File: src/hdl/quoted_token_scanner_core_defines.svh
// Assertion macros for the quoted token scanner RTL, used by qts_fifo.
// Needs clk and rst_n in the scope of the module that uses them.
`ifndef QUOTED_TOKEN_SCANNER_CORE_DEFINES_SVH
`define QUOTED_TOKEN_SCANNER_CORE_DEFINES_SVH

// Same-cycle implication, checked outside reset
`define QTS_ASSERT_NOW(lbl, ante, cons, msg) \
  lbl: assert property (@(posedge clk) disable iff (!rst_n) (ante) |-> (cons)) \
    else $error(msg);

// Next-cycle implication, checked outside reset
`define QTS_ASSERT_NEXT(lbl, ante, cons, msg) \
  lbl: assert property (@(posedge clk) disable iff (!rst_n) (ante) |=> (cons)) \
    else $error(msg);

`endif

File: src/hdl/qts_pkg.sv
// Shared types, character codes and byte classifier for the quoted token scanner.
// No dependencies.
package qts_pkg;

  // Token length counter width
  localparam int LEN_W = 16;
  localparam logic [LEN_W-1:0] LEN_MAX = {LEN_W{1'b1}};

  // Queue between front and back
  localparam int FIFO_DEPTH = 4;
  localparam int FIFO_AW    = $clog2(FIFO_DEPTH);

  // Character codes
  localparam logic [7:0] CH_SQUOTE = 8'h27;
  localparam logic [7:0] CH_DQUOTE = 8'h22;
  localparam logic [7:0] CH_SPACE  = 8'h20;
  localparam logic [7:0] CH_TAB    = 8'h09;
  localparam logic [7:0] CH_CR     = 8'h0D;
  localparam logic [7:0] CH_LF     = 8'h0A;
  localparam logic [7:0] CH_LT     = 8'h3C;
  localparam logic [7:0] CH_GT     = 8'h3E;
  localparam logic [7:0] CH_NUL    = 8'h00;
  localparam logic [7:0] CH_COLON  = 8'h3A;
  localparam logic [7:0] CH_SEMI   = 8'h3B;
  localparam logic [7:0] CH_COMMA  = 8'h2C;
  localparam logic [7:0] CH_EQUAL  = 8'h3D;
  localparam logic [7:0] CH_LBRACE = 8'h7B;
  localparam logic [7:0] CH_RBRACE = 8'h7D;
  localparam logic [7:0] CH_LPAREN = 8'h28;
  localparam logic [7:0] CH_RPAREN = 8'h29;
  localparam logic [7:0] CH_LBRACK = 8'h5B;
  localparam logic [7:0] CH_RBRACK = 8'h5D;

  // Scanner modes
  typedef enum logic [1:0] {
    MODE_TOKEN = 2'd0,
    MODE_QUOTE = 2'd1,
    MODE_QEND  = 2'd2,
    MODE_TAIL  = 2'd3
  } mode_t;

  // Byte classes
  typedef enum logic [1:0] {
    CL_NORMAL = 2'd0,
    CL_QUOTE  = 2'd1,
    CL_SPACER = 2'd2,
    CL_DELIM  = 2'd3
  } class_t;

  // Queue entry kinds
  typedef enum logic [1:0] {
    K_BYTE = 2'd0,
    K_END  = 2'd1,
    K_CRLF = 2'd2
  } kind_t;

  typedef struct packed {
    kind_t       kind;
    logic [7:0]  tok_byte;
    logic [15:0] tok_len;
    logic [7:0]  term;
  } entry_t;

  // Queue status seen by front and back
  typedef struct packed {
    logic full;
    logic empty;
  } fifo_stat_t;

  function automatic class_t classify(input logic [7:0] b);
    class_t c;
    c = CL_NORMAL;
    if (b == CH_SQUOTE || b == CH_DQUOTE) begin
      c = CL_QUOTE;
    end else if (b == CH_SPACE || b == CH_TAB || b == CH_CR || b == CH_LF) begin
      c = CL_SPACER;
    end else if (b == CH_LT || b == CH_GT || b == CH_NUL || b == CH_COLON ||
                 b == CH_SEMI || b == CH_COMMA || b == CH_EQUAL ||
                 b == CH_LBRACE || b == CH_RBRACE || b == CH_LPAREN ||
                 b == CH_RPAREN || b == CH_LBRACK || b == CH_RBRACK) begin
      c = CL_DELIM;
    end
    return c;
  endfunction

endpackage

File: src/hdl/qts_front.sv
// Front end: accepts input words, classifies bytes, tracks scan mode and
// token length, and pushes result commands into the queue. Uses qts_pkg.
module qts_front (
  input  logic                    clk,
  input  logic                    rst_n,
  input  logic                    in_valid,
  output logic                    in_stall,
  input  logic [7:0]              in_text_byte,
  input  logic                    in_end_of_input,
  input  qts_pkg::fifo_stat_t     fifo_stat,
  output logic                    push,
  output qts_pkg::entry_t         push_entry
);

  qts_pkg::mode_t              mode_r, mode_nxt;
  logic                        dq_r, dq_nxt;
  logic [qts_pkg::LEN_W-1:0]   len_r, len_nxt;
  logic [qts_pkg::LEN_W-1:0]   len_inc1, len_inc2;
  logic [7:0]                  q_char;
  qts_pkg::class_t             cls;
  logic                        accept;
  logic                        emit;
  logic                        do_tok;
  qts_pkg::entry_t             ent;

  assign in_stall = fifo_stat.full;
  assign accept   = in_valid && !in_stall;
  assign push     = accept && emit;
  assign push_entry = ent;

  assign q_char = dq_r ? qts_pkg::CH_DQUOTE : qts_pkg::CH_SQUOTE;
  assign cls    = qts_pkg::classify(in_text_byte);

  // Saturating length increments
  assign len_inc1 = (len_r == qts_pkg::LEN_MAX) ? len_r : len_r + 1'b1;
  assign len_inc2 = (len_r >= qts_pkg::LEN_MAX - 1'b1) ? qts_pkg::LEN_MAX
                                                        : len_r + 2'd2;

  // Mode update and result command
  always_comb begin
    mode_nxt     = mode_r;
    dq_nxt       = dq_r;
    len_nxt      = len_r;
    emit         = 1'b0;
    do_tok       = 1'b0;
    ent.kind     = qts_pkg::K_BYTE;
    ent.tok_byte = in_text_byte;
    ent.tok_len  = '0;
    ent.term     = '0;

    if (in_end_of_input) begin
      // close a pending token with terminator zero
      if (mode_r != qts_pkg::MODE_TAIL && len_r != '0) begin
        emit         = 1'b1;
        ent.kind     = qts_pkg::K_END;
        ent.tok_byte = '0;
        ent.tok_len  = 16'(len_r);
      end
      mode_nxt = qts_pkg::MODE_TOKEN;
      len_nxt  = '0;
    end else begin
      unique case (mode_r)
        qts_pkg::MODE_QUOTE: begin
          if (in_text_byte == q_char) begin
            mode_nxt = qts_pkg::MODE_QEND;
          end else if (in_text_byte == qts_pkg::CH_CR) begin
            // CR dropped inside quotes
            emit = 1'b0;
          end else if (in_text_byte == qts_pkg::CH_LF) begin
            emit     = 1'b1;
            ent.kind = qts_pkg::K_CRLF;
            len_nxt  = len_inc2;
          end else begin
            emit    = 1'b1;
            len_nxt = len_inc1;
          end
        end
        qts_pkg::MODE_QEND: begin
          if (in_text_byte == q_char) begin
            // doubled quote stands for one quote
            emit     = 1'b1;
            len_nxt  = len_inc1;
            mode_nxt = qts_pkg::MODE_QUOTE;
          end else begin
            do_tok = 1'b1;
          end
        end
        qts_pkg::MODE_TAIL: begin
          // skip spacers, swallow one delimiter
          if (cls == qts_pkg::CL_DELIM) begin
            mode_nxt = qts_pkg::MODE_TOKEN;
          end else if (cls != qts_pkg::CL_SPACER) begin
            do_tok = 1'b1;
          end
        end
        qts_pkg::MODE_TOKEN: begin
          do_tok = 1'b1;
        end
      endcase
    end

    // Token-mode handling of one byte
    if (do_tok) begin
      mode_nxt = qts_pkg::MODE_TOKEN;
      case (cls)
        qts_pkg::CL_QUOTE: begin
          dq_nxt   = (in_text_byte == qts_pkg::CH_DQUOTE);
          mode_nxt = qts_pkg::MODE_QUOTE;
        end
        qts_pkg::CL_SPACER: begin
          if (len_r != '0) begin
            emit         = 1'b1;
            ent.kind     = qts_pkg::K_END;
            ent.tok_byte = '0;
            ent.tok_len  = 16'(len_r);
            ent.term     = in_text_byte;
            len_nxt      = '0;
            mode_nxt     = qts_pkg::MODE_TAIL;
          end
        end
        qts_pkg::CL_DELIM: begin
          emit         = 1'b1;
          ent.kind     = qts_pkg::K_END;
          ent.tok_byte = '0;
          ent.tok_len  = 16'(len_r);
          ent.term     = in_text_byte;
          len_nxt      = '0;
        end
        default: begin
          emit    = 1'b1;
          len_nxt = len_inc1;
        end
      endcase
    end
  end

  // State registers, updated per accepted word
  always_ff @(posedge clk) begin
    if (!rst_n) begin
      mode_r <= qts_pkg::MODE_TOKEN;
      dq_r   <= 1'b0;
      len_r  <= '0;
    end else if (accept) begin
      mode_r <= mode_nxt;
      dq_r   <= dq_nxt;
      len_r  <= len_nxt;
    end
  end

endmodule

File: src/hdl/qts_fifo.sv
// Short command queue between scanner front and output back end.
// Uses qts_pkg and the assertion macros header.
`include "quoted_token_scanner_core_defines.svh"
module qts_fifo (
  input  logic                clk,
  input  logic                rst_n,
  input  logic                push,
  input  qts_pkg::entry_t     push_entry,
  input  logic                pop,
  output qts_pkg::entry_t     pop_entry,
  output qts_pkg::fifo_stat_t stat
);

  qts_pkg::entry_t                 mem [qts_pkg::FIFO_DEPTH];
  logic [qts_pkg::FIFO_AW-1:0]     wr_ptr_r;
  logic [qts_pkg::FIFO_AW-1:0]     rd_ptr_r;
  logic [qts_pkg::FIFO_AW:0]       count_r;

  assign stat.full  = (count_r == (qts_pkg::FIFO_AW+1)'(qts_pkg::FIFO_DEPTH));
  assign stat.empty = (count_r == '0);

  // Storage write and first-word read
  always_ff @(posedge clk) begin
    if (push) begin
      mem[wr_ptr_r] <= push_entry;
    end
  end

  assign pop_entry = mem[rd_ptr_r];

  // Pointers and fill count
  always_ff @(posedge clk) begin
    if (!rst_n) begin
      wr_ptr_r <= '0;
      rd_ptr_r <= '0;
      count_r  <= '0;
    end else begin
      if (push) begin
        wr_ptr_r <= wr_ptr_r + 1'b1;
      end
      if (pop) begin
        rd_ptr_r <= rd_ptr_r + 1'b1;
      end
      if (push && !pop) begin
        count_r <= count_r + 1'b1;
      end else if (pop && !push) begin
        count_r <= count_r - 1'b1;
      end
    end
  end

  `QTS_ASSERT_NOW(a_no_push_full, push, !stat.full, "push into full queue")
  `QTS_ASSERT_NOW(a_no_pop_empty, pop, !stat.empty, "pop from empty queue")
  `QTS_ASSERT_NEXT(a_count_up, push && !pop, count_r == $past(count_r) + 1'b1,
                   "fill count did not follow push")
  `QTS_ASSERT_NOW(a_count_bound, 1'b1,
                  count_r <= (qts_pkg::FIFO_AW+1)'(qts_pkg::FIFO_DEPTH),
                  "fill count beyond depth")

endmodule

File: src/hdl/qts_back.sv
// Back end: pops queue commands and drives the registered output word,
// splitting a CR LF command into two words. Uses qts_pkg.
module qts_back (
  input  logic                clk,
  input  logic                rst_n,
  input  qts_pkg::fifo_stat_t fifo_stat,
  input  qts_pkg::entry_t     pop_entry,
  output logic                pop,
  output logic                out_valid,
  input  logic                out_stall,
  output logic [7:0]          out_token_byte,
  output logic                out_token_end,
  output logic [15:0]         out_token_length,
  output logic [7:0]          out_terminator
);

  logic        valid_r;
  logic        pair_r;
  logic [7:0]  byte_r;
  logic        end_r;
  logic [15:0] len_r;
  logic [7:0]  term_r;
  logic        load;

  // Output register free or being taken this cycle
  assign load = !valid_r || !out_stall;
  assign pop  = load && !pair_r && !fifo_stat.empty;

  // Control
  always_ff @(posedge clk) begin
    if (!rst_n) begin
      valid_r <= 1'b0;
      pair_r  <= 1'b0;
    end else if (load) begin
      if (pair_r) begin
        valid_r <= 1'b1;
        pair_r  <= 1'b0;
      end else if (!fifo_stat.empty) begin
        valid_r <= 1'b1;
        pair_r  <= (pop_entry.kind == qts_pkg::K_CRLF);
      end else begin
        valid_r <= 1'b0;
      end
    end
  end

  // Payload: second half of CR LF, or a fresh command
  always_ff @(posedge clk) begin
    if (load && pair_r) begin
      byte_r <= qts_pkg::CH_LF;
      end_r  <= 1'b0;
      len_r  <= '0;
      term_r <= '0;
    end else if (pop) begin
      byte_r <= (pop_entry.kind == qts_pkg::K_CRLF) ? qts_pkg::CH_CR
                                                    : pop_entry.tok_byte;
      end_r  <= (pop_entry.kind == qts_pkg::K_END);
      len_r  <= pop_entry.tok_len;
      term_r <= pop_entry.term;
    end
  end

  assign out_valid        = valid_r;
  assign out_token_byte   = byte_r;
  assign out_token_end    = end_r;
  assign out_token_length = len_r;
  assign out_terminator   = term_r;

endmodule

File: src/hdl/quoted_token_scanner_core.sv
// Quoted token scanner top level: front end, command queue and output back end.
// Uses qts_pkg, qts_front, qts_fifo and qts_back.
//
// Usage: text arrives one byte per word on the in_ channel (in_text_byte,
// in_end_of_input); tokens leave as words on the out_ channel, one word per
// token byte and one end word (out_token_end = 1) carrying the token length
// and the terminating byte (0 at end of input). Both channels handshake with
// valid/stall; a word moves on a clock edge with valid high and stall low.
// Throughput: one input word per cycle while the queue is not full. Each
// byte costs one queue slot at most; an LF inside quotes expands to CR LF,
// which the back end sends as two output words, so a run of those slows
// input once the 4-entry queue fills.
// A result word is written into the queue at the edge that accepts its input
// word and is then loaded into the output register when that register is free
// or being taken.
// When the receiver stalls, the output word holds, the queue fills, and
// in_stall rises once the queue is full. Reset (rst_n low, synchronous)
// empties the queue, drops the output word and returns the scanner to token
// mode with zero length.
module quoted_token_scanner_core (
  input  logic        clk,
  input  logic        rst_n,
  input  logic        in_valid,
  output logic        in_stall,
  input  logic [7:0]  in_text_byte,
  input  logic        in_end_of_input,
  output logic        out_valid,
  input  logic        out_stall,
  output logic [7:0]  out_token_byte,
  output logic        out_token_end,
  output logic [15:0] out_token_length,
  output logic [7:0]  out_terminator
);

  qts_pkg::fifo_stat_t fifo_stat;
  qts_pkg::entry_t     push_entry;
  qts_pkg::entry_t     pop_entry;
  logic                push;
  logic                pop;

  qts_front u_front (
    .clk             (clk),
    .rst_n           (rst_n),
    .in_valid        (in_valid),
    .in_stall        (in_stall),
    .in_text_byte    (in_text_byte),
    .in_end_of_input (in_end_of_input),
    .fifo_stat       (fifo_stat),
    .push            (push),
    .push_entry      (push_entry)
  );

  qts_fifo u_fifo (
    .clk        (clk),
    .rst_n      (rst_n),
    .push       (push),
    .push_entry (push_entry),
    .pop        (pop),
    .pop_entry  (pop_entry),
    .stat       (fifo_stat)
  );

  qts_back u_back (
    .clk              (clk),
    .rst_n            (rst_n),
    .fifo_stat        (fifo_stat),
    .pop_entry        (pop_entry),
    .pop              (pop),
    .out_valid        (out_valid),
    .out_stall        (out_stall),
    .out_token_byte   (out_token_byte),
    .out_token_end    (out_token_end),
    .out_token_length (out_token_length),
    .out_terminator   (out_terminator)
  );

endmodule

File: config.mk
export PLATFORM = sky130hd
export DESIGN_NAME = quoted_token_scanner_core
export DESIGN_NICKNAME = d
export VERILOG_FILES = /design/src/hdl/qts_pkg.sv /design/src/hdl/qts_front.sv /design/src/hdl/qts_fifo.sv /design/src/hdl/qts_back.sv /design/src/hdl/quoted_token_scanner_core.sv
export VERILOG_INCLUDE_DIRS = /design/src /design/src/hdl
export SDC_FILE = /design/constraint.sdc
export NUM_CORES = 1
export LEC_CHECK = 0
export BUFFER_PORTS_ARGS = -buffer_cell sky130_fd_sc_hd__buf_4
export CORE_MARGIN = 10
export CORE_UTILIZATION = 45
export CTS_CLUSTER_SIZE = 40
export DETAILED_ROUTE_END_ITERATION = 8
export GPL_TIMING_DRIVEN = 0
export HOLD_SLACK_MARGIN = 0.12
export PLACE_DENSITY_LB_ADDON = 0.15
export SYNTH_ARGS = -nofsm -noshare
export SYNTH_HDL_FRONTEND = slang
export SYNTH_SLANG_ARGS = --single-unit
File: constraint.sdc
create_clock -name clk -period 7.5 [get_ports clk]
set_input_delay 1.125 -clock clk [delete_from_list [all_inputs] [get_ports clk]]
set_output_delay 1.125 -clock clk [all_outputs]
set_load 0.01 [all_outputs]
### Word-level counts from Yosys, hierarchy flattened

Memories as Yosys holds them, arrays and structs flattened. A register that Yosys moved wholly into a read port is not among the register bits.
Index checks and enable logic that the tools add are counted.

| word-level totals | value |
|---|---|
| bits in registers | 61 |
| bits in writable memories | 136 |
| bits of input ports | 13 |
| output and inout port bits | 35 |
| word-level logic and storage cells | 152 |
| memories kept | 1 |

Memories:

| name | depth | bits a word | read ports | clocked after memory_dff | write ports | line | RTL |
|---|---|---|---|---|---|---|---|
| u_fifo.mem | 4 | 34 | 1 | 1 | 1 | qts_fifo.sv:14 | `qts_pkg::entry_t mem [qts_pkg::FIFO_DEPTH];` |

| operators by class | value |
|---|---|
| add/sub/neg operators | 6 |
| magnitude comparators | 1 |
| equality and inequality tests | 34 |
| multiplexer cells | 58 |
| reduce and logical (&&, ||, !) cells | 40 |

Operators by type and width:

| cell | number |
|---|---|
| 16-bit two-way mux | 9 |
| 8-bit by 6-bit == test with 1-bit output (second input constant) | 11 |
| 34-bit two-way mux | 2 |
| 34-bit case mux with 2 select lines | 1 |
| 16-bit case mux with 3 select lines | 1 |
| 8-bit by 7-bit == test with 1-bit output (second input constant) | 4 |
| 2-bit two-way mux | 16 |
| 16-bit case mux with 2 select lines | 1 |
| 25-bit two-way mux | 1 |
| 8-bit by 4-bit == test with 1-bit output (second input constant) | 3 |
| 24-bit two-way mux | 1 |
| 1-bit logical OR | 17 |
| 1-bit two-way mux | 17 |
| 16-bit by 1-bit adder with 16-bit output (second input constant) | 1 |
| 16-bit by 2-bit adder with 16-bit output (second input constant) | 1 |
| 16-bit == test (second input constant) | 1 |
| 16-bit greater-or-equal comparator (second input constant) | 1 |
| 16-bit nonzero test | 1 |
| 4-bit by 2-bit inequality test with 1-bit output (second input constant) | 3 |
| 2-bit == test (second input constant) | 5 |
| 3-bit two-way mux | 3 |
| 8-bit == test | 1 |
| 1-bit logical AND | 8 |
| 8-bit logical NOT | 1 |
| 18 further kinds | 29 |

### Logic depth before layout (Yosys ltp)

| depth | value |
|---|---|
| depth in word-level cells | 27 |
| depth in mapped cells | 21 |
| mapped depth without buffers | 20 |

### Cells and area by module

A second synthesis with hierarchy kept.

| unflattened totals | value |
|---|---|
| cells, all modules | 881 |
| area, all modules | 10089.7 µm² |

By module, submodules not included:

| module | instances | cells each | area each (µm²) | sequential area each (µm²) |
|---|---|---|---|---|
| qts_fifo | 1 | 221 | 5400.2 | 4264.1 |
| qts_front | 1 | 508 | 3429.5 | 380.4 |
| qts_back | 1 | 152 | 1260.0 | 700.7 |

### Worst setup path before layout

OpenSTA, ideal clock, no wires.

| path | value |
|---|---|
| path type | input-to-reg |
| start | input in_text_byte[2] |
| end | register u_fifo.count_r[2] (netlist bit) |
| library setup time | 0.076 ns |
| data arrival time | 4.537 ns |
| data required time | 7.424 ns |
| setup slack | 2.888 ns |
| cell stages on the path | 21 |
| path buffers | 1 |
| cells stage by stage | buf_2 > nor3_1 > a21oi_1 > o22ai_1 > o2bb2ai_1 > a21oi_1 > a21oi_1 > a21o_1 > ha_1 > nor3b_1 > o21a_1 > a31oi_2 > nor3_1 > a21oi_2 > o21a_1 > ha_1 > inv_1 > fa_1 > xor2_1 > or3_1 > a21boi_0 |

| on the way | value |
|---|---|
| word-level cells in the longest chain between the ends | 26 |
| elaborated cells between the ends (all ways) | 62 |
| classes of those cells | 23 x eq/ne; 17 x mux; 22 x reduce/logical |

Ends and longest elaborated chain:

| item | line | RTL |
|---|---|---|
| from (decl) | quoted_token_scanner_core.sv:25 | `input logic [7:0] in_text_byte,` |
| 8-bit by 6-bit == test with 1-bit output | qts_pkg.sv:77 | `end else if (b == CH_LT \|\| b == CH_GT \|\| b == CH_NUL \|\| b == CH_COLON \|\|` |
| 1-bit logical OR (4 in a row) | qts_pkg.sv:77 |  |
| 1-bit logical OR (3 in a row) | qts_pkg.sv:78 | `b == CH_SEMI \|\| b == CH_COMMA \|\| b == CH_EQUAL \|\|` |
| 1-bit logical OR (3 in a row) | qts_pkg.sv:79 | `b == CH_LBRACE \|\| b == CH_RBRACE \|\| b == CH_LPAREN \|\|` |
| 1-bit logical OR (2 in a row) | qts_pkg.sv:80 | `b == CH_RPAREN \|\| b == CH_LBRACK \|\| b == CH_RBRACK) begin` |
| 2-bit two-way mux | qts_pkg.sv:77 |  |
| 2-bit two-way mux | qts_pkg.sv:75 | `end else if (b == CH_SPACE \|\| b == CH_TAB \|\| b == CH_CR \|\| b == CH_LF) begin` |
| 2-bit two-way mux | qts_pkg.sv:73 | `if (b == CH_SQUOTE \|\| b == CH_DQUOTE) begin` |
| [... 3 more ...] | n/a |  |
| 1-bit case mux with 3 select lines | qts_front.sv:62 | `unique case (mode_r)` |
| 1-bit two-way mux | qts_front.sv:51 | `if (in_end_of_input) begin` |
| 1-bit two-way mux (*) | qts_front.sv:103 | `if (do_tok) begin` |
| 1-bit logical AND (*) | qts_front.sv:28 | `assign push = accept && emit;` |
| named net push | quoted_token_scanner_core.sv:38 | `logic push;` |
| 1-bit logical NOT | qts_fifo.sv:46 | `end else if (pop && !push) begin` |
| 1-bit logical AND | qts_fifo.sv:46 |  |
| 2-bit nonzero test (no line) | n/a |  |
| to (signal assigned) | qts_fifo.sv:45 | `count_r <= count_r + 1'b1;` |
| to (signal assigned) | qts_fifo.sv:47 | `count_r <= count_r - 1'b1;` |
| to (signal assigned) | qts_fifo.sv:57 | `count_r <= (qts_pkg::FIFO_AW+1)'(qts_pkg::FIFO_DEPTH),` |
| to (decl) | qts_fifo.sv:17 | `logic [qts_pkg::FIFO_AW:0] count_r;` |

Mark *: on every way through the listed nets, which the timed path passes. The rest lies on a longest branch.
A chain may end at the register's enable or synchronous reset.

### Worst setup path after layout

Same ends and word-level chain as after synthesis.

==> results.yml <==
placement:
  dp_hpwl_mm: 17.28
  io_buffers: 44
  post-place-ws_ns: 2.233
  place_congestion: 0.9490
die:
  rows: 53
  die_area_mm2: 0.02812
  core_area_mm2: 0.02122
  floorplan.initialDensity: 0.4626
  io-pin-count: 48
  die_w_um: 167.7
  floorplan.die.height_um: 167.7
cells_and_area:
  fillCellCount: 1889
  diodes: 0
  syn_to_final_growth_pct: 13.98
  nets: 927
  layout_common_cells: "edfxtp_1 (136), nand2_1 (94), a21oi_1 (68), dfxtp_1 (63), buf_4 (52)"
  final_common_cell: "edfxtp_1"
  drive_gt1_frac: 0.2024
sta:
  tns_ns: 0
  worst_pin_slew_ns: 1.055
  grt_setup_unrepaired: "false"
  period_needed_ns: 4.863
  final_hold_viol_count: 0
  whs_ns: 0.4559
  setup_viol: 0
  slew_violations: 0
  fmax_mhz: 205.7
  relSlewSlack: 0.2902
  fin_ws_ns: 2.637
  skew_ns: 0.02082
  post-route-period-util: 0.6483
detailed_routing:
  drt_wl_total_mm: 24.99
  viasPerCell: 5.891
  wl_per_cell_um: 21.11
  firstDrtPassIters: 5
  vias: 6975
  ant_nets: 0
  drtIter0Drc: 830
  drc: 0
global_routing:
  antenna_found_initial: 0
  grt_pass1_vias: 6899
  grt_max_degree: 33
  grt_pass1_wl_mm: 39.58
  grt_usage: 0.1757
  gr-total-overflow: 0
job:
  max_cap_violations: 0
worst_setup_path:
  path_cells: "buf_4 > buf_2 > nor3_1 > a21oi_1 > o22ai_1 > o2bb2ai_1 > a21oi_1 > a21oi_1 > a21o_1 > ha_1 > nor3b_1 > o21a_1 > a31oi_2 > nor3_1 > a21oi_2 > o21a_1 > ha_1 > inv_1 > fa_1 > xor2_1 > or3_1 > a21boi_0"
  critPathLaunch: "in_text_byte[2]"
  critPathMaxStageDelay_ns: 0.37
  critical_path_class: "input pin to flip-flop"
  regToRegStartpoint: "u_front.len_r[0]"
  arrival_ns: 5.23
  cpMostUsedCell: "a21oi_1"
  critPathTopFamily: "compound AO/OA/AOI/OAI gates"
  critPathRequiredTime_ns: 7.87
  start_kind: "input pin"
  worst_path_max_delay_cell: "fa_1"
  crit_path_end_kind: "flip-flop"
  cp_max_fo: 10
  cp_num_buf_inv: 3
synthesis:
  synth_edf_count: 136
  ys_types: 92
  syn_nets: 860
  syn_avg_cell_area_um2: 11.84
  ys_seq_area_frac: 0.5445
  async_flop_share: 0
  syn_inst: 829
  yosys_warnings: 0
  syn_area_mm2: 0.009817
  ys.flop_type: "edfxtp_1"
  ys_ff_latch: 199
  synth_area_leader_cell: "edfxtp_1"
  netlist.area_leader.share: 0.4160
  synthTopCellsByArea: "edfxtp_1 (42%), dfxtp_1 (13%), mux4_2 (7.8%), nand2_1 (3.6%), a21oi_1 (3.5%)"
clock_network:
  clock-sinks: 199
  cts_setup_buffers: 0
  cts_tree: "done"
  h-tree-depth: 4
  cts_made_buffers: 17
  cts-root-buf: "clkbuf_16"
  clockBufferDepth: 2
  post_cts_resized: 0
  worstSkewPairLatency_ns: 0.44
  clk_pin_slew_ns: 0.07
  holdBufCountCts: 0
pwr:
  leakage_nw: 3.891
  powerDensity_mw_per_mm2: 323.9
  p_total_w: 0.003624
  ir_drop_mv: 0.1508
outcome:
  status: "complete, no violations"
worst_hold_path:
  min_path_type: "flip-flop to flip-flop"
  min-delay-start: "u_back.out_terminator[3]"
==> cells in the mapped netlist, types with 3 or more instances <==
cell       count
o21ai_1        6
nand4_1        5
edfxtp_1     136
and4_1         3
buf_2         20
nor3_2         4
xnor2_1       11
a31oi_1        7
nand2_1       94
nor2b_1        8
buf_4          8
a21oi_1       68
nor3b_1        4
o221ai_1       3
o2bb2ai_1      3
nor2_1        34
a21boi_0       9
xor2_1         3
nand3b_1       3
o22ai_1        4
ha_1          17
dfxtp_1       63
mux2i_1        4
nand3_1       19
nand2b_1       8
a211oi_1       3
o21ai_0       36
and2_1        39
mux4_2        34
a21o_1         6
o21a_1         8
nor3_1        22
buf_1          4
clkbuf_1      20
a32o_1         3
o31ai_1        6
a22o_1         4
nor4_1         6
o211ai_1       4
and3_1         7
a221o_1        3
inv_1         14
==> cell families (layout without fill, tap and decap cells) <==
family          after synthesis  after routing  synth area share
buf+inv                      69            149           0.03288
simple gates                280            280            0.1556
fa+ha+maj                    18             18           0.02371
compound gates              208            208            0.1448
flops                       199            199            0.5445
xor+xnor                     15             15           0.01415
mux                          40             40           0.08437
==> area by class of cell <==
class,instances,area (µm²),area share
clock buffers,18,429.2,0.03835
flip-flops and latches,199,5345,0.4777
multi-input cells,561,4154,0.3712
inverters,15,56.30,0.005032
plain buffers,54,266.5,0.02382
repair buffers,48,410.4,0.03668
clock inverters,14,183.9,0.01644
well taps,275,344.1,0.03075
==> through the flow <==
step / instances / area, µm² / util
floorplan: 829 / 9817 / -
detailed placement: 1152 / 10580 / 0.4984
CTS: 1184 / 11190 / 0.5273
finish: 1184 / 11190 / 0.5273
global placement: 1148 / 10490 / 0.4944
global route: 1184 / 11190 / 0.5273
==> per-layer routing <==
layer,vias to the layer above,wire (µm),GRT usage
li1,3280,-,-
met1,3381,11490,0.2408
met2,287,11490,0.2734
met3,27,1648,0.04050
met4,0,363,0.04883
met5,-,0,0
==> report_power, final <==
| group | internal (W) | switching [W] |
|---|---|---|
| clock network | 0.000509 | 0.000433 |
| registers | 0.00139 | 0.0000858 |
| logic | 0.000506 | 0.000702 |
| total | 0.00240 | 0.00122 |
==> path summary, 6_finish.rpt <==
path                              end  slack, ns  cells after the start
max                 u_fifo.count_r[2]       2.64                     22
min          u_back.out_terminator[3]       0.46                      2
max reg2reg         u_fifo.count_r[2]       3.71                     14
min reg2reg  u_back.out_terminator[3]       0.46                      2
==> sequential cells by signal (all words and copies together), names as in the netlist, named ones only <==
| register | cells |
|---|---|
| u_back.pair_r | 1 |
| u_back.out_token_length | 16 |
| u_back.out_token_byte | 8 |
| u_fifo.mem | 136 |
| u_back.out_valid | 1 |
| u_front.dq_r | 1 |
| u_front.mode_r | 2 |
| u_fifo.wr_ptr_r | 2 |
| u_fifo.count_r | 3 |
| u_front.len_r | 16 |
| u_fifo.rd_ptr_r | 2 |
| u_back.out_token_end | 1 |
| u_back.out_terminator | 8 |
==> worst reg2reg max path, cell delays in order, from the launching register on <==
cell	delay [ns]
dfxtp_1	0.34
buf_2	0.25
inv_1	0.21
ha_1	0.24
nor4b_2	0.16
nand4_1	0.23
nand3b_1	0.39
a21oi_2	0.35
o21a_1	0.27
ha_1	0.22
inv_1	0.06
fa_1	0.37
xor2_1	0.18
or3_1	0.31
a21boi_0	0.15
(Power assumes the default switching activity.)
